**src/hw/rtl/dice_sum_rejection_sampler_macros.svh**
```systemverilog
// assertion macros shared by the dice sum sampler rtl
// expects clk and rst_n in the scope of each use
`ifndef DICE_SUM_REJECTION_SAMPLER_MACROS_SVH
`define DICE_SUM_REJECTION_SAMPLER_MACROS_SVH

// same-cycle implication
`define DSRS_ASSERT_IMPL(label, ante, cons) \
  label: assert property (@(posedge clk) disable iff (!rst_n) (ante) |-> (cons)) \
    else $error("dsrs check failed");

// next-cycle implication
`define DSRS_ASSERT_NEXT(label, ante, cons) \
  label: assert property (@(posedge clk) disable iff (!rst_n) (ante) |=> (cons)) \
    else $error("dsrs check failed");

`endif

```
**src/hw/rtl/dsrs_pkg.sv**
```systemverilog
// types, constants and face arithmetic for the dice sum sampler
// no dependencies
package dsrs_pkg;

  localparam int DICE_W  = 8;
  localparam int KIND_W  = 3;
  localparam int MOD_W   = 16;
  localparam int BYTE_W  = 8;
  localparam int TOTAL_W = 32;
  localparam int FACE_W  = 7;

  localparam int MAX_DICE = 255;
  localparam int LEFT_W   = $clog2(MAX_DICE + 1);
  localparam int CNT_W    = (LEFT_W > DICE_W) ? LEFT_W : DICE_W;

  localparam int QUEUE_DEPTH = 4;
  localparam int QPTR_W      = $clog2(QUEUE_DEPTH);
  localparam int QCNT_W      = $clog2(QUEUE_DEPTH + 1);

  localparam logic CMD_REQUEST = 1'b0;
  localparam logic CMD_BYTE    = 1'b1;

  localparam logic [KIND_W-1:0] KIND_D4   = 3'd0;
  localparam logic [KIND_W-1:0] KIND_D6   = 3'd1;
  localparam logic [KIND_W-1:0] KIND_D8   = 3'd2;
  localparam logic [KIND_W-1:0] KIND_D10  = 3'd3;
  localparam logic [KIND_W-1:0] KIND_D20  = 3'd4;
  localparam logic [KIND_W-1:0] KIND_D100 = 3'd5;

  localparam logic [BYTE_W-1:0] REJ_D6   = 8'd252;
  localparam logic [BYTE_W-1:0] REJ_D10  = 8'd250;
  localparam logic [BYTE_W-1:0] REJ_D20  = 8'd240;
  localparam logic [BYTE_W-1:0] REJ_D100 = 8'd200;

  typedef logic [1:0] op_code_t;
  localparam op_code_t OP_LOAD      = 2'd0;
  localparam op_code_t OP_LOAD_EMIT = 2'd1;
  localparam op_code_t OP_ADD       = 2'd2;
  localparam op_code_t OP_ADD_EMIT  = 2'd3;

  typedef struct packed {
    op_code_t            op;
    logic [FACE_W-1:0]   face;
    logic                subtract;
    logic [MOD_W-1:0]    modifier;
  } op_entry_t;

  typedef struct packed {
    logic      valid;
    op_entry_t entry;
  } op_push_t;

  // remainder by a small constant via reciprocal and one correction
  function automatic logic [BYTE_W-1:0] rem_const(input logic [BYTE_W-1:0] b,
                                                  input logic [6:0] d,
                                                  input logic [15:0] m);
    logic [23:0] prod;
    logic [7:0]  q;
    logic [15:0] qd;
    logic [8:0]  r;
    prod = 24'(b) * 24'(m);
    q    = prod[23:16];
    qd   = 16'(q) * 16'(d);
    r    = 9'(16'(b) - qd);
    if (r >= 9'(d)) begin
      r = r - 9'(d);
    end
    return r[BYTE_W-1:0];
  endfunction

  function automatic logic [FACE_W-1:0] roll_face(input logic [KIND_W-1:0] kind,
                                                  input logic [BYTE_W-1:0] b);
    logic [BYTE_W-1:0] r;
    case (kind)
      KIND_D4:   r = {6'b0, b[1:0]};
      KIND_D6:   r = rem_const(b, 7'd6, 16'd10922);
      KIND_D8:   r = {5'b0, b[2:0]};
      KIND_D10:  r = rem_const(b, 7'd10, 16'd6553);
      KIND_D20:  r = rem_const(b, 7'd20, 16'd3276);
      KIND_D100: r = rem_const(b, 7'd100, 16'd655);
      default:   r = '0;
    endcase
    return FACE_W'(r + 8'd1);
  endfunction

  function automatic logic is_rejected(input logic [KIND_W-1:0] kind,
                                       input logic [BYTE_W-1:0] b);
    logic rej;
    case (kind)
      KIND_D6:   rej = (b >= REJ_D6);
      KIND_D10:  rej = (b >= REJ_D10);
      KIND_D20:  rej = (b >= REJ_D20);
      KIND_D100: rej = (b >= REJ_D100);
      default:   rej = 1'b0;
    endcase
    return rej;
  endfunction

endpackage

```
**src/hw/rtl/dsrs_if.sv**
```systemverilog
// valid/ready channel interfaces for the dice sum sampler
// depends on dsrs_pkg
interface dsrs_in_if import dsrs_pkg::*; ();
  logic              valid;
  logic              ready;
  logic              cmd;
  logic [DICE_W-1:0] dice_count;
  logic [KIND_W-1:0] die_kind;
  logic              subtract;
  logic [MOD_W-1:0]  modifier;
  logic [BYTE_W-1:0] entropy_byte;

  modport source (output valid, cmd, dice_count, die_kind, subtract, modifier,
                  entropy_byte, input ready);
  modport sink (input valid, cmd, dice_count, die_kind, subtract, modifier,
                entropy_byte, output ready);
endinterface

interface dsrs_out_if import dsrs_pkg::*; ();
  logic               valid;
  logic               ready;
  logic [TOTAL_W-1:0] total;

  modport source (output valid, total, input ready);
  modport sink (input valid, total, output ready);
endinterface

```
**src/hw/rtl/dice_sum_rejection_sampler.sv**
```systemverilog
// dice sum sampler: rolls n dice from a random byte stream
// input beats carry a roll request (cmd 0) or one entropy byte (cmd 1);
// each result beat carries the dice sum with the modifier added or subtracted
// mod 2^32. a request while a roll is open, a request with an unknown die
// kind and a byte while no roll is open are dropped. bytes at or above the
// die's rejection threshold are dropped. a request for zero dice yields
// its result right away.
// throughput: one input beat per cycle while the queue is not full; the front
// classifies and computes the face value in the accepting cycle, the back
// accumulates one queued operation per cycle unless a result-producing entry
// waits on a stalled receiver. the last byte (or the zero-dice request) is
// queued first; the result beat is registered when the back pops its entry.
// a four-entry queue parts front and back: a stalled receiver holds the
// result register, and the back stops at the next result-producing entry;
// the front keeps taking beats until the queue fills, then in ready drops.
// reset (synchronous, active low) empties the queue and the result register
// and leaves no roll open.
// depends on dsrs_pkg, dsrs_if, dsrs_front, dsrs_queue, dsrs_back

module dice_sum_rejection_sampler import dsrs_pkg::*; (
  input  logic       clk,
  input  logic       rst_n,
  dsrs_in_if.sink    in_ch,
  dsrs_out_if.source out_ch
);

  op_push_t  push;
  op_entry_t head;
  logic      q_full, q_empty, pop;

  dsrs_front u_front (
    .clk    (clk),
    .rst_n  (rst_n),
    .in_ch  (in_ch),
    .q_full (q_full),
    .push   (push)
  );

  dsrs_queue u_queue (
    .clk   (clk),
    .rst_n (rst_n),
    .push  (push),
    .pop   (pop),
    .full  (q_full),
    .empty (q_empty),
    .head  (head)
  );

  dsrs_back u_back (
    .clk     (clk),
    .rst_n   (rst_n),
    .q_empty (q_empty),
    .head    (head),
    .pop     (pop),
    .out_ch  (out_ch)
  );

endmodule

```
**src/hw/rtl/dsrs_front.sv**
```systemverilog
// front end: accepts beats, tracks request state, rejects bytes, computes faces
// depends on dsrs_pkg, dsrs_in_if and the macros header
`include "dice_sum_rejection_sampler_macros.svh"

module dsrs_front import dsrs_pkg::*; (
  input  logic          clk,
  input  logic          rst_n,
  dsrs_in_if.sink       in_ch,
  input  logic          q_full,
  output op_push_t      push
);

  logic              busy_r, busy_nxt;
  logic [LEFT_W-1:0] dice_left_r, dice_left_nxt;
  logic [KIND_W-1:0] kind_r, kind_nxt;
  logic              accept;
  logic [CNT_W-1:0]  cnt_wide;
  logic [CNT_W-1:0]  cnt_sat;

  assign in_ch.ready = !q_full;
  assign accept      = in_ch.valid && in_ch.ready;
  assign cnt_wide    = CNT_W'(in_ch.dice_count);
  assign cnt_sat     = (cnt_wide > CNT_W'(MAX_DICE)) ? CNT_W'(MAX_DICE) : cnt_wide;

  always_comb begin
    busy_nxt                = busy_r;
    dice_left_nxt           = dice_left_r;
    kind_nxt                = kind_r;
    push.valid              = 1'b0;
    push.entry.op           = OP_ADD;
    push.entry.face         = '0;
    push.entry.subtract     = in_ch.subtract;
    push.entry.modifier     = in_ch.modifier;
    if (accept) begin
      if (in_ch.cmd == CMD_REQUEST) begin
        if (!busy_r && in_ch.die_kind <= KIND_D100) begin
          push.valid = 1'b1;
          kind_nxt   = in_ch.die_kind;
          if (cnt_sat == '0) begin
            push.entry.op = OP_LOAD_EMIT;
          end else begin
            push.entry.op = OP_LOAD;
            busy_nxt      = 1'b1;
            dice_left_nxt = LEFT_W'(cnt_sat);
          end
        end
      end else if (busy_r && !is_rejected(kind_r, in_ch.entropy_byte)) begin
        push.valid      = 1'b1;
        push.entry.face = roll_face(kind_r, in_ch.entropy_byte);
        dice_left_nxt   = dice_left_r - 1'b1;
        if (dice_left_r == LEFT_W'(1)) begin
          push.entry.op = OP_ADD_EMIT;
          busy_nxt      = 1'b0;
        end
      end
    end
  end

  always_ff @(posedge clk) begin
    if (!rst_n) begin
      busy_r      <= 1'b0;
      dice_left_r <= '0;
      kind_r      <= KIND_D4;
    end else begin
      busy_r      <= busy_nxt;
      dice_left_r <= dice_left_nxt;
      kind_r      <= kind_nxt;
    end
  end

  `DSRS_ASSERT_IMPL(a_busy_has_dice, busy_r, dice_left_r != '0)
  `DSRS_ASSERT_NEXT(a_last_die_idles, push.valid && push.entry.op == OP_ADD_EMIT, !busy_r)

endmodule

```
**src/hw/rtl/dsrs_queue.sv**
```systemverilog
// short operation queue between front and back
// depends on dsrs_pkg and the macros header
`include "dice_sum_rejection_sampler_macros.svh"

module dsrs_queue import dsrs_pkg::*; (
  input  logic      clk,
  input  logic      rst_n,
  input  op_push_t  push,
  input  logic      pop,
  output logic      full,
  output logic      empty,
  output op_entry_t head
);

  op_entry_t         mem_r [QUEUE_DEPTH];
  logic [QPTR_W-1:0] wr_ptr_r, rd_ptr_r;
  logic [QCNT_W-1:0] count_r;
  logic              do_pop;

  assign full   = (count_r == QCNT_W'(QUEUE_DEPTH));
  assign empty  = (count_r == '0);
  assign head   = mem_r[rd_ptr_r];
  assign do_pop = pop && !empty;

  always_ff @(posedge clk) begin
    if (push.valid) begin
      mem_r[wr_ptr_r] <= push.entry;
    end
  end

  always_ff @(posedge clk) begin
    if (!rst_n) begin
      wr_ptr_r <= '0;
      rd_ptr_r <= '0;
      count_r  <= '0;
    end else begin
      if (push.valid) begin
        wr_ptr_r <= wr_ptr_r + 1'b1;
      end
      if (do_pop) begin
        rd_ptr_r <= rd_ptr_r + 1'b1;
      end
      case ({push.valid, do_pop})
        2'b10:   count_r <= count_r + 1'b1;
        2'b01:   count_r <= count_r - 1'b1;
        default: count_r <= count_r;
      endcase
    end
  end

  `DSRS_ASSERT_IMPL(a_no_overflow, push.valid, !full)
  `DSRS_ASSERT_IMPL(a_count_bound, 1'b1, count_r <= QCNT_W'(QUEUE_DEPTH))

endmodule

```
**src/hw/rtl/dsrs_back.sv**
```systemverilog
// back end: accumulates faces, applies the modifier, holds the result beat
// depends on dsrs_pkg, dsrs_out_if and the macros header
`include "dice_sum_rejection_sampler_macros.svh"

module dsrs_back import dsrs_pkg::*; (
  input  logic       clk,
  input  logic       rst_n,
  input  logic       q_empty,
  input  op_entry_t  head,
  output logic       pop,
  dsrs_out_if.source out_ch
);

  logic [TOTAL_W-1:0] acc_r;
  logic [TOTAL_W-1:0] total_r;
  logic               out_valid_r, out_valid_nxt;
  logic               is_load, is_emit;
  logic [TOTAL_W-1:0] init_sum, base, sum;

  assign is_load  = (head.op == OP_LOAD) || (head.op == OP_LOAD_EMIT);
  assign is_emit  = (head.op == OP_LOAD_EMIT) || (head.op == OP_ADD_EMIT);
  assign init_sum = head.subtract ? (TOTAL_W'(0) - TOTAL_W'(head.modifier))
                                  : TOTAL_W'(head.modifier);
  assign base     = is_load ? init_sum : acc_r;
  assign sum      = base + TOTAL_W'(head.face);

  assign pop = !q_empty && (!is_emit || !out_valid_r || out_ch.ready);

  assign out_ch.valid = out_valid_r;
  assign out_ch.total = total_r;

  always_comb begin
    out_valid_nxt = out_valid_r;
    if (out_valid_r && out_ch.ready) begin
      out_valid_nxt = 1'b0;
    end
    if (pop && is_emit) begin
      out_valid_nxt = 1'b1;
    end
  end

  always_ff @(posedge clk) begin
    if (pop) begin
      acc_r <= sum;
    end
    if (pop && is_emit) begin
      total_r <= sum;
    end
  end

  always_ff @(posedge clk) begin
    if (!rst_n) begin
      out_valid_r <= 1'b0;
    end else begin
      out_valid_r <= out_valid_nxt;
    end
  end

  `DSRS_ASSERT_IMPL(a_no_result_overwrite, pop && is_emit, !out_valid_r || out_ch.ready)

endmodule

```
**src/flat_wrapper.sv**
```systemverilog
// flat-port wrapper written by rule: the top's interface ports become plain ports
module dice_sum_rejection_sampler_flat import dsrs_pkg::*;
  (clk, rst_n, in_ch_valid, in_ch_cmd, in_ch_dice_count, in_ch_die_kind, in_ch_subtract, in_ch_modifier, in_ch_entropy_byte, in_ch_ready, out_ch_valid, out_ch_total, out_ch_ready);
  dsrs_in_if in_ch_i ();
  dsrs_out_if out_ch_i ();
  input  logic clk;
  input  logic rst_n;
  input wire logic [$bits(in_ch_i.valid)-1:0] in_ch_valid;
  input wire logic [$bits(in_ch_i.cmd)-1:0] in_ch_cmd;
  input wire logic [$bits(in_ch_i.dice_count)-1:0] in_ch_dice_count;
  input wire logic [$bits(in_ch_i.die_kind)-1:0] in_ch_die_kind;
  input wire logic [$bits(in_ch_i.subtract)-1:0] in_ch_subtract;
  input wire logic [$bits(in_ch_i.modifier)-1:0] in_ch_modifier;
  input wire logic [$bits(in_ch_i.entropy_byte)-1:0] in_ch_entropy_byte;
  output wire logic [$bits(in_ch_i.ready)-1:0] in_ch_ready;
  output wire logic [$bits(out_ch_i.valid)-1:0] out_ch_valid;
  output wire logic [$bits(out_ch_i.total)-1:0] out_ch_total;
  input wire logic [$bits(out_ch_i.ready)-1:0] out_ch_ready;
  assign in_ch_i.valid = in_ch_valid;
  assign in_ch_i.cmd = in_ch_cmd;
  assign in_ch_i.dice_count = in_ch_dice_count;
  assign in_ch_i.die_kind = in_ch_die_kind;
  assign in_ch_i.subtract = in_ch_subtract;
  assign in_ch_i.modifier = in_ch_modifier;
  assign in_ch_i.entropy_byte = in_ch_entropy_byte;
  assign in_ch_ready = in_ch_i.ready;
  assign out_ch_valid = out_ch_i.valid;
  assign out_ch_total = out_ch_i.total;
  assign out_ch_i.ready = out_ch_ready;
  dice_sum_rejection_sampler u_core (.clk(clk), .rst_n(rst_n), .in_ch(in_ch_i), .out_ch(out_ch_i));
endmodule
```
**config.mk**
```make
export PLATFORM = sky130hd
export DESIGN_NAME = dice_sum_rejection_sampler_flat
export DESIGN_NICKNAME = d
export VERILOG_FILES = /design/src/hw/rtl/dsrs_pkg.sv /design/src/hw/rtl/dsrs_if.sv /design/src/hw/rtl/dice_sum_rejection_sampler.sv /design/src/hw/rtl/dsrs_front.sv /design/src/hw/rtl/dsrs_queue.sv /design/src/hw/rtl/dsrs_back.sv /design/src/flat_wrapper.sv
export VERILOG_INCLUDE_DIRS = /design/src /design/src/hw/rtl
export SDC_FILE = /design/constraint.sdc
export NUM_CORES = 1
export LEC_CHECK = 0
export ABC_AREA = 1
export BUFFER_PORTS_ARGS = -buffer_cell sky130_fd_sc_hd__buf_2
export CAP_MARGIN = 20
export CORE_ASPECT_RATIO = 2
export CORE_UTILIZATION = 55
export DETAILED_ROUTE_END_ITERATION = 8
export PLACE_DENSITY = 0.81
export SLEW_MARGIN = 20
export SYNTH_ARGS = -nofsm -noshare
export SYNTH_HDL_FRONTEND = slang
export SYNTH_SLANG_ARGS = --single-unit
```
**constraint.sdc**
```tcl
create_clock -name clk -period 18.2 [get_ports clk]
set_input_delay 4.55 -clock clk [delete_from_list [all_inputs] [get_ports clk]]
set_output_delay 4.55 -clock clk [all_outputs]
set_load 0.02 [all_outputs]
```
==> results of run 1 <==
critical path, delay by kind of cell:
kind	cells	cell delay, ns
adders and majority gates	9	3.03
and+or+nand+nor	13	2.01
buffers and inverters	5	0.82
xor gates and xnor gates	1	0.30
AOI/OAI and AO/OA	7	1.41
metal layers:
layer / global-route usage / up-vias / wire length, µm
li1: - / 6138 / -
met1: 0.2231 / 5941 / 11760
met2: 0.5251 / 393 / 20670
met3: 0.03107 / 169 / 1186
met4: 0.1927 / 0 / 2394
met5: 0 / - / 0
layout by cell type, fill, tap and decap left out, types with 4 or more instances in the layout:
cell type / count
or2_2: 13
nand2_2: 15
clkbuf_16: 17
nand2_1: 361
xor2_1: 47
xnor2_1: 21
o211ai_1: 4
nor2_4: 10
inv_1: 290
inv_8: 4
o21ai_1: 7
fa_1: 45
nand3b_1: 15
clkinv_1: 4
buf_4: 5
nand3_2: 8
o21bai_1: 6
nand3_1: 116
nor3_1: 15
buf_2: 74
nand4_1: 40
inv_2: 7
nor2_1: 119
nor2_2: 6
dfxtp_1: 21
a31oi_1: 8
edfxtp_1: 168
o22ai_1: 8
a21oi_1: 90
o21ai_0: 83
a21o_1: 7
ha_1: 198
through the flow:
step | hold WS, ns | utilization
floorplan | 0.4362 | -
global placement | 0.4437 | 0.5845
detailed placement | 0.4596 | 0.5845
CTS | 0.4745 | 0.6067
global route | 0.4927 | 0.6068
finish | 0.4701 | 0.6068
synth_stat cells (2+ instances only):
| library cell | n |
|---|---|
| nand2_1 | 361 |
| inv_1 | 290 |
| ha_1 | 198 |
| edfxtp_1 | 168 |
| nor2_1 | 123 |
| nand3_1 | 116 |
| a21oi_1 | 90 |
| o21ai_0 | 83 |
| xor2_1 | 47 |
| fa_1 | 45 |
| nand4_1 | 40 |
| dfxtp_1 | 22 |
| xnor2_1 | 21 |
| nand2_2 | 15 |
| nand3b_1 | 15 |
| nor3_1 | 15 |
| or2_2 | 13 |
| a31oi_1 | 8 |
| clkbuf_1 | 8 |
| nand3_2 | 8 |
| o22ai_1 | 8 |
| a21o_1 | 7 |
| inv_2 | 7 |
| o21ai_1 | 7 |
| buf_4 | 6 |
| nor2_2 | 6 |
| nor2_4 | 6 |
| o21bai_1 | 6 |
| buf_2 | 5 |
| buf_6 | 5 |
| clkinv_1 | 4 |
| o211ai_1 | 4 |
| o21a_1 | 3 |
| o311ai_0 | 3 |
| o41ai_1 | 3 |
| a211oi_1 | 2 |
| a221oi_1 | 2 |
| a32o_1 | 2 |
| a32oi_1 | 2 |
| and2_1 | 2 |
| and3_1 | 2 |
| nor3b_1 | 2 |
area by class of cell:
type | count | share of cell area
inverter | 302 | 0.06797
clock inverter | 14 | 0.01033
multi-input combinational | 1276 | 0.5163
clock buffer | 18 | 0.02627
timing repair buffer | 79 | 0.02440
sequential | 190 | 0.3282
antenna | 1 | 0.0001497
tap | 352 | 0.02635
final timing paths:
| path | from | cells after the start | slack, ns | end |
|---|---|---|---|---|
| setup reg to reg | register | 24 | 13.39 | u_core.u_back.acc_r[20] |
| hold reg to reg | u_core.u_queue.rd_ptr_r[1] | 2 | 0.47 | register |
| hold / removal | u_core.u_queue.rd_ptr_r[1] | 2 | 0.47 | register |
| setup / recovery | in_ch_entropy_byte[4] | 35 | 6.25 | u_core.u_queue.mem_r[1][20] |
flip-flops by register name (all words and copies together) (netlist names), 2 cells and up, named ones only:
signal	flops
u_core.u_queue.mem_r	104
u_core.u_back.acc_r	32
u_core.u_back.out_ch.total	32
u_core.u_front.dice_left_r	8
u_core.u_front.kind_r	3
u_core.u_queue.count_r	3
u_core.u_queue.rd_ptr_r	2
u_core.u_queue.wr_ptr_r	2
cells by family after synthesis:
logic type	synth area share
AND/OR/NAND/NOR	0.2133
AO/OA/AOI/OAI	0.08755
XOR/XNOR	0.03873
buffers and inverters	0.08405
flip-flops	0.3567
adder cells (fa/ha/maj)	0.2197
==> out/metrics.yaml, run 1 <==
run_status:
  status: "finished clean"
synth:
  synth_fp_nets: 2076
  synthesis.area_per_instance_um2: 8.581
  asyncSetResetFlopFracSynth: 0
  ys_types: 54
  synthFlopType: "edfxtp_1"
  post_synth_instance_area_um2: 15380
  yosysSeqAreaShare: 0.3567
  post-synth-top-area-cell: "edfxtp_1"
  synth.yosys.warnings: 0
  post_synth_inst_count: 1792
  synth_top_area_frac: 0.3281
  synth-edff-count: 168
  synth_seq_cells: 190
  synthTopCellsByArea: "edfxtp_1, ha_1, nand2_1, inv_1, fa_1"
floorplanning:
  die_width_um: 120.2
  dieArea_um2: 28670
  number_of_placed_i_o_pins: 75
  floorplan.rows: 86
  initial_utilization: 0.5582
  die_height_um: 238.5
  floorplan.core_area_um2: 27550
finish:
  layout.filler_cells: 2379
  num-nets-final: 2150
  synthToLayoutAreaGrowth_pct: 8.698
  final-seq-area_um2: 5487
  multi_input_comb_area_um2: 8630
  final_std_cells_w_o_fill: 2232
  proportion_of_layout_cells_with_a_drive_suffix_above_1: 0.09526
  finish.instance_area_um2: 16710
detailed_routing:
  post-route-drc-count: 0
  avgRoutedWirePerCell_um: 16.13
  route.vias.total: 12640
  via_per_inst: 5.664
  detailed_route_wire_length_um: 36010
  detail_route.first_pass.iterations: 6
  route.antenna.remaining_nets: 0
  dr.first_iter.drc_count: 811
global_routing:
  first_global_vias: 13020
  track_usage: 0.2601
  antenna_found_initial: 1
  global_route_wire_length_before_repair_um: 58440
  grt_max_degree: 63
  global_route.overflow_total: 0
sta:
  timing_max_transition_violations_final: 0
  timing.max_slew.rel_slack: 0.4028
  hold_violations: 0
  final.min_clock_period_ns: 11.95
  setup_viol: 0
  grt_setup_unrepaired: "no"
  max_fclk_ghz: 0.08367
  tightest_slew_ns: 0.8937
  worst_clock_skew_ns: 0.009291
  timing.final.crit_share: 0.6567
  totalNegativeSetupSlack_ns: 0
  layout_setup_ws_ns: 6.248
worst_setup_path:
  max_stage_delay_ns: 0.51
  worst-endpoint-required_ns: 18.40
  crit_type: "in2reg"
  cp_slowest_cell: "fa_1"
  cpMostUsedCell: "ha_1"
  worst-path-max-fanout: 13
  critPathCaptureType: "register"
  startpoint_type: "input pin"
  critPathArrivalTime_ns: 12.15
placed_design:
  dpl-instance-area_um2: 16100
  gp_congestion: 1.000
  dp_worst_setup_slack_ns: 5.984
  port-buffer-count: 74
  placedCellCount: 2199
  hpwlAfterDp_um: 28100
clock_network:
  cts_tree: "yes"
  clockBufferDepth: 2
  cts_inserted_buffers: 17
  cts-htree-levels: 4
  worstSkewPairLatency_ns: 0.45
  cts-root-buf: "clkbuf_16"
  ctsHoldBuffers: 0
  post_cts.repair.setup_buffers: 0
  clkTransAtPathRegs_ns: 0.08
  clock-sinks: 190
  cts.repair.resized: 0
hold_path:
  worstHoldPathType: "reg2reg"
job:
  drv_cap: 0
Power of run 1 is not shown: default switching activity piles up to over one toggle a cycle in this logic, so the estimate is an artifact.
==> run 2: changes to the inputs <==
--- a/config.mk
+++ b/config.mk
@@ -12,7 +12,7 @@
 export CORE_ASPECT_RATIO = 2
 export CORE_UTILIZATION = 55
 export DETAILED_ROUTE_END_ITERATION = 8
-export PLACE_DENSITY = 0.81
+export PLACE_DENSITY = 0.84
 export SLEW_MARGIN = 20
 export SYNTH_ARGS = -nofsm -noshare
 export SYNTH_HDL_FRONTEND = slang
==> constraint.sdc (replaced) <==
create_clock -name clk -period 9.68 [get_ports clk]
set_input_delay 2.42 -clock clk [delete_from_list [all_inputs] [get_ports clk]]
set_output_delay 2.42 -clock clk [all_outputs]
set_load 0.02 [all_outputs]
==> run 2 against run 1 <==
Effect of this change: count of clock-buffer cells in the layout up 1; design area up 1.2%; global-route usage grew 1.9 points; via count increased by 2.0%; highest routed layer unchanged; final cell count grew 1.3%; first-iteration DRC count up 25%; core utilization up 0.76 points; sequential share of layout area fell by 0.41 points; register-to-register slack worse by 8.7 ns; routed wire length increased by 7.7%; worst setup slack worse by 5.9 ns.
==> out/metrics.yaml, run 2 (same netlist as run 1, synthesis figures left out) <==
placed_design:
  dp_worst_setup_slack_ns: 0.05168  # -5.932 ns
  port-buffer-count: 74  # unchanged
  hpwlAfterDp_um: 30020  # +6.8%
  gp_congestion: 0.9758  # -2.4%
  placedCellCount: 2227  # +1.3%
  dpl-instance-area_um2: 16310  # +1.3%
worst_setup_path:
  crit_type: "in2reg"
  ff2ff_path_depth: 24  # unchanged
  worst-endpoint-required_ns: 9.86  # -8.54 ns
  rr_endpoint: "u_core.u_back.out_ch.total[20]"
  cpMostUsedCell: "inv_1"
  max_stage_delay_ns: 0.54  # +0.03 ns
  worst-path-max-fanout: 6  # -7
  critPathArrivalTime_ns: 9.49  # -2.66 ns
  worstSetupEndpoint: "u_core.u_queue.mem_r[2][19]"
  critPathCaptureType: "register"
  regToRegSetupSlack_ns: 4.67  # -8.72 ns
  cp_slowest_cell: "fa_1"
  startpoint_type: "input pin"
  startpoint: "in_ch_entropy_byte[2]"
global_routing:
  grt_max_degree: 63  # unchanged
  global_route.overflow_total: 0  # unchanged
  global_route_wire_length_before_repair_um: 61890  # +5.9%
  antenna_found_initial: 1  # unchanged
  track_usage: 0.2792  # +0.01908
  first_global_vias: 13270  # +1.9%
finish:
  layout.cells.most_common: "nand2_1"
  proportion_of_layout_cells_with_a_drive_suffix_above_1: 0.1101  # +0.01480
  num-nets-final: 2179  # +1.3%
  largest_register_ff_count: 104  # unchanged
  synthToLayoutAreaGrowth_pct: 10.06
  max_flop_register: "u_core.u_queue.mem_r"
  layout.cells.most_common_list: "nand2_1, inv_1, ha_1"
  final_std_cells_w_o_fill: 2261  # +1.3%
  finish.instance_area_um2: 16920  # +1.2%
  layout.filler_cells: 2314  # -2.7%
clock_network:
  cts-htree-levels: 4  # unchanged
  clkTransAtPathRegs_ns: 0.07  # about the same
  cts-root-buf: "clkbuf_16"
  worstSkewPairLatency_ns: 0.45  # about the same
  cts_inserted_buffers: 17  # unchanged
  cts_tree: "yes"
  clock-sinks: 190  # unchanged
  clockBufferDepth: 2  # unchanged
  ctsHoldBuffers: 0  # unchanged
run_status:
  status: "finished clean"
job:
  drv_cap: 0  # unchanged
sta:
  final.min_clock_period_ns: 9.307
  setup_viol: 0  # unchanged
  finalHoldWorstSlack_ns: 0.4932  # +0.02317 ns
  timing.max_slew.rel_slack: 0.3828  # -0.02000
  tightest_slew_ns: 0.9237  # +0.02993 ns
  layout_setup_ws_ns: 0.3727  # -5.875 ns
  worst_clock_skew_ns: 0.01064  # +0.001350 ns
  hold_violations: 0  # unchanged
  max_fclk_ghz: 0.1074
  timing_max_transition_violations_final: 0  # unchanged
  timing.final.crit_share: 0.9615
detailed_routing:
  route.antenna.remaining_nets: 0  # unchanged
  dr.first_iter.drc_count: 1016  # +25%
  detailed_route_wire_length_um: 38790  # +7.7%
  detail_route.first_pass.iterations: 5  # -1
  avgRoutedWirePerCell_um: 17.16  # +6.4%
  post-route-drc-count: 0  # unchanged
  route.vias.total: 12900  # +2.0%
  via_per_inst: 5.704  # +0.71%
floorplanning:
  floorplan.rows: 86  # unchanged
  number_of_placed_i_o_pins: 75  # unchanged
  dieArea_um2: 28670  # unchanged
  die_width_um: 120.2  # unchanged
  floorplan.core_area_um2: 27550  # unchanged
  die_height_um: 238.5  # unchanged
  initial_utilization: 0.5582  # unchanged
hold_path:
  worstHoldPathType: "reg2reg"
==> run 2: cell types whose count changed in the layout (fill, tap and decap cells not counted), moves of 2 or more <==
cell,before,now
buf_4,5,34
clkbuf_1,0,2
clkinvlp_4,0,3
nor2_1,119,117
nor2_2,6,8
==> run 2: final cells by class <==
type                            instances  area, µm²  share of cell area
Inverter                              302       1136             0.06713
Timing Repair Buffer                  108      628.1             0.03711
Clock buffer                           19      432.9             0.02558
Sequential cell                       190       5487              0.3242
Tap cell                              352      440.4             0.02602
Multi-Input combinational cell       1276       8643              0.5107
Clock inverter                         13      153.9            0.009094
Antenna cell                            1      2.502           0.0001479
==> run 2: metal layers <==
metal  wire length, µm  global-route usage  vias up
met4              2644              0.1964        0
li1                  -                   -     6187
met1             12200              0.2419     6088
met2             22570              0.5622      435
met3              1380             0.03824      186
met5                 0                   0        -
==> run 2: how the worst min path moves through the flow <==
| stage | from | endpoint | cells past startpoint |
|---|---|---|---|
| after floorplan | u_core.u_queue.rd_ptr_r[1] | register | 2 |
| after global placement | u_core.u_queue.rd_ptr_r[0] | register | 1 |
| after detailed placement | u_core.u_queue.rd_ptr_r[1] | u_core.u_queue.rd_ptr_r[1] | 2 |
| after CTS | u_core.u_queue.rd_ptr_r[1] | u_core.u_queue.rd_ptr_r[1] | 2 |
| after global routing | u_core.u_queue.rd_ptr_r[1] | u_core.u_queue.rd_ptr_r[1] | 2 |
| final | u_core.u_queue.rd_ptr_r[1] | u_core.u_queue.rd_ptr_r[1] | 2 |
==> run 2: critical path, delay by kind of cell <==
| family | cells | cell delay, ns |
|---|---|---|
| AO/OA/AOI/OAI | 5 | 1.00 |
| XOR/XNOR | 2 | 0.68 |
| adder cells (fa/ha/maj) | 9 | 3.40 |
| buffers and inverters | 8 | 0.76 |
| AND/OR/NAND/NOR | 10 | 1.19 |
==> run 2: timing repair <==
item                                    in CTS  in global routing
endpoints found under the setup margin       0                 20
resized for setup                            0                  6
setup buffers                                0                  1
==> run 2: metrics by stage <==
step	setup TNS [ns]	utilization
global placement	0	0.5921
finish	0	0.6144
global route	-1.374	0.6144
floorplan	0	-
CTS	0	0.6134
detailed placement	0	0.5921
Power of run 2 is left out for the same reason.
==> run 3: changes to the inputs <==
--- a/config.mk
+++ b/config.mk
@@ -10,9 +10,10 @@
 export BUFFER_PORTS_ARGS = -buffer_cell sky130_fd_sc_hd__buf_2
 export CAP_MARGIN = 20
 export CORE_ASPECT_RATIO = 2
-export CORE_UTILIZATION = 55
+export CORE_UTILIZATION = 35
+export CTS_CLUSTER_DIAMETER = 150
 export DETAILED_ROUTE_END_ITERATION = 8
-export PLACE_DENSITY = 0.84
+export PLACE_DENSITY = 0.6
 export SLEW_MARGIN = 20
 export SYNTH_ARGS = -nofsm -noshare
 export SYNTH_HDL_FRONTEND = slang
==> run 3 against run 2 <==
Effect of this change: maximum frequency is 2.6% higher; sequential cell count stayed put; critical path depth is 7 higher; worst setup slack better by 0.24 ns; clock skew is 0.0035 ns higher; sequential share of layout area is 0.49 points lower; register-to-register slack worse by 0.02 ns; via count is 3.7% lower; first-iteration DRC count is 59% lower; final cell count is 8.9% higher; design area is 1.5% higher; count of clock-buffer cells in the layout is 2 lower; critical endpoint unchanged.
==> out/metrics.yaml, run 3 (same netlist as run 1, synthesis figures left out) <==
run_status:
  status: "finished clean"
global_routing:
  grt_max_degree: 63  # unchanged
  first_global_vias: 12860  # -3.1%
  global_route.overflow_total: 0  # unchanged
  track_usage: 0.1821  # -0.09711
  antenna_found_initial: 1  # unchanged
  global_route_wire_length_before_repair_um: 62820  # +1.5%
sta:
  tightest_slew_ns: 0.7235  # -0.2001 ns
  worst_clock_skew_ns: 0.01417  # +0.003525 ns
  totalNegativeSetupSlack_ns: 0  # unchanged
  timing.final.crit_share: 0.9372  # -0.02430
  finalHoldWorstSlack_ns: 0.4802  # -0.01304 ns
  setup_viol: 0  # unchanged
  timing_max_transition_violations_final: 0  # unchanged
  grt_setup_unrepaired: "no"
  timing.max_slew.rel_slack: 0.5171  # +0.1344
  hold_violations: 0  # unchanged
  layout_setup_ws_ns: 0.6080  # +0.2353 ns
  max_fclk_ghz: 0.1102  # +2.6%
  final.min_clock_period_ns: 9.072  # -0.2353 ns
detailed_routing:
  post-route-drc-count: 0  # unchanged
  route.antenna.remaining_nets: 0  # unchanged
  detail_route.first_pass.iterations: 5  # unchanged
  route.vias.total: 12420  # -3.7%
  dr.first_iter.drc_count: 414  # -59%
  detailed_route_wire_length_um: 39520  # +1.9%
  avgRoutedWirePerCell_um: 16.05  # -6.4%
  via_per_inst: 5.045  # -12%
clock_network:
  clkTransAtPathRegs_ns: 0.08  # about the same
  cts-htree-levels: 4  # unchanged
  worstSkewPairLatency_ns: 0.46  # about the same
  clockBufferDepth: 2  # unchanged
  clock-sinks: 190  # unchanged
  ctsHoldBuffers: 0  # unchanged
  cts_tree: "yes"
  cts-root-buf: "clkbuf_16"
  cts_inserted_buffers: 17  # unchanged
placed_design:
  dp_worst_setup_slack_ns: -0.04288  # -0.09456 ns
  gp_congestion: 0.9401  # -3.7%
  port-buffer-count: 74  # unchanged
  placedCellCount: 2429  # +9.1%
  hpwlAfterDp_um: 31670  # +5.5%
finish:
  synthToLayoutAreaGrowth_pct: 11.75
  final_std_cells_w_o_fill: 2462  # +8.9%
  layout.cells.most_common: "nand2_1"
  max_flop_register: "u_core.u_queue.mem_r"
  layout.cells.most_common_list: "nand2_1, inv_1, ha_1"
  proportion_of_layout_cells_with_a_drive_suffix_above_1: 0.1109  # +0.0008158
  num-nets-final: 2183  # +0.18%
  insertedDiodeCount: 0  # -1
  largest_register_ff_count: 104  # unchanged
  layout.filler_cells: 4321  # +87%
floorplanning:
  initial_utilization: 0.3545  # -0.2037
  dieArea_um2: 44830  # +56%
  die_height_um: 298.4  # +25%
  floorplan.rows: 108  # +26%
  number_of_placed_i_o_pins: 75  # unchanged
  floorplan.core_area_um2: 43380  # +57%
  die_width_um: 150.2  # +25%
hold_path:
  worstHoldPathType: "reg2reg"
  hold-path-endpoint: "u_core.u_queue.rd_ptr_r[1]"
  min_from: "u_core.u_queue.rd_ptr_r[1]"
  min_delay_path_depth: 2  # unchanged
worst_setup_path:
  critPathArrivalTime_ns: 9.33  # -0.16 ns
  worst-endpoint-required_ns: 9.94  # +0.08 ns
  regToRegSetupSlack_ns: 4.65  # -0.02 ns
  ff2ff_path_depth: 24  # unchanged
  startpoint_type: "input pin"
  worst-path-max-fanout: 5  # -1
  crit_type: "in2reg"
  cp_slowest_cell: "fa_1"
  rr_endpoint: "u_core.u_back.acc_r[20]"
  max_stage_delay_ns: 0.55  # about the same
  cpMostUsedCell: "inv_1"
  critPathCaptureType: "register"
job:
  drv_cap: 0  # unchanged
-- run 3: worst max path at each step --
stage                     slack [ns]                   from                     endpoint
after detailed placement       -0.04  in_ch_entropy_byte[4]  u_core.u_queue.mem_r[3][19]
after floorplan                 0.71  in_ch_entropy_byte[4]  u_core.u_queue.mem_r[0][19]
after global routing            0.03  in_ch_entropy_byte[5]  u_core.u_queue.mem_r[3][19]
after global placement          0.08  in_ch_entropy_byte[4]  u_core.u_queue.mem_r[1][19]
final                           0.61  in_ch_entropy_byte[5]  u_core.u_queue.mem_r[2][19]
after CTS                       0.42  in_ch_entropy_byte[4]  u_core.u_queue.mem_r[3][19]
-- run 3: layout make-up --
class	instances	area [µm²]	area share
sequential	190	5487	0.3193
tap	550	688.2	0.04005
multi-input combinational	1276	8610	0.5010
clock inverter	15	182.7	0.01063
inverter	302	1136	0.06611
clock buffer	17	425.4	0.02476
timing repair buffer	112	655.6	0.03815
-- run 3: critical path: cells and delay by family --
kind                       cells  cell delay, ns
AOI/OAI and AO/OA              5            0.99
xor gates and xnor gates       2            0.32
adders and majority gates     10            3.38
buffers and inverters         11            0.92
and+or+nand+nor               13            1.30
-- run 3: repair_timing --
action / in CTS / in global routing
buffers inserted: 0 / 1
setup endpoints to repair: 0 / 16
gates resized for setup: 0 / 1
-- run 3: metal layers --
layer  up-vias  part of all wire  track usage
li1       6192                 -            -
met1      5875              0.34       0.1613
met2       246              0.58       0.3768
met3       109             0.023      0.01588
met4         0             0.053       0.1101
met5         -                 0            0
-- run 3: metrics by stage --
step	instance area, µm²	util
after detailed placement	16570	0.3820
after global routing	17180	0.3962
final	17180	0.3962
after global placement	16570	0.3820
after CTS	17180	0.3960
after floorplan	15380	-
Power of run 3 is left out for the same reason.
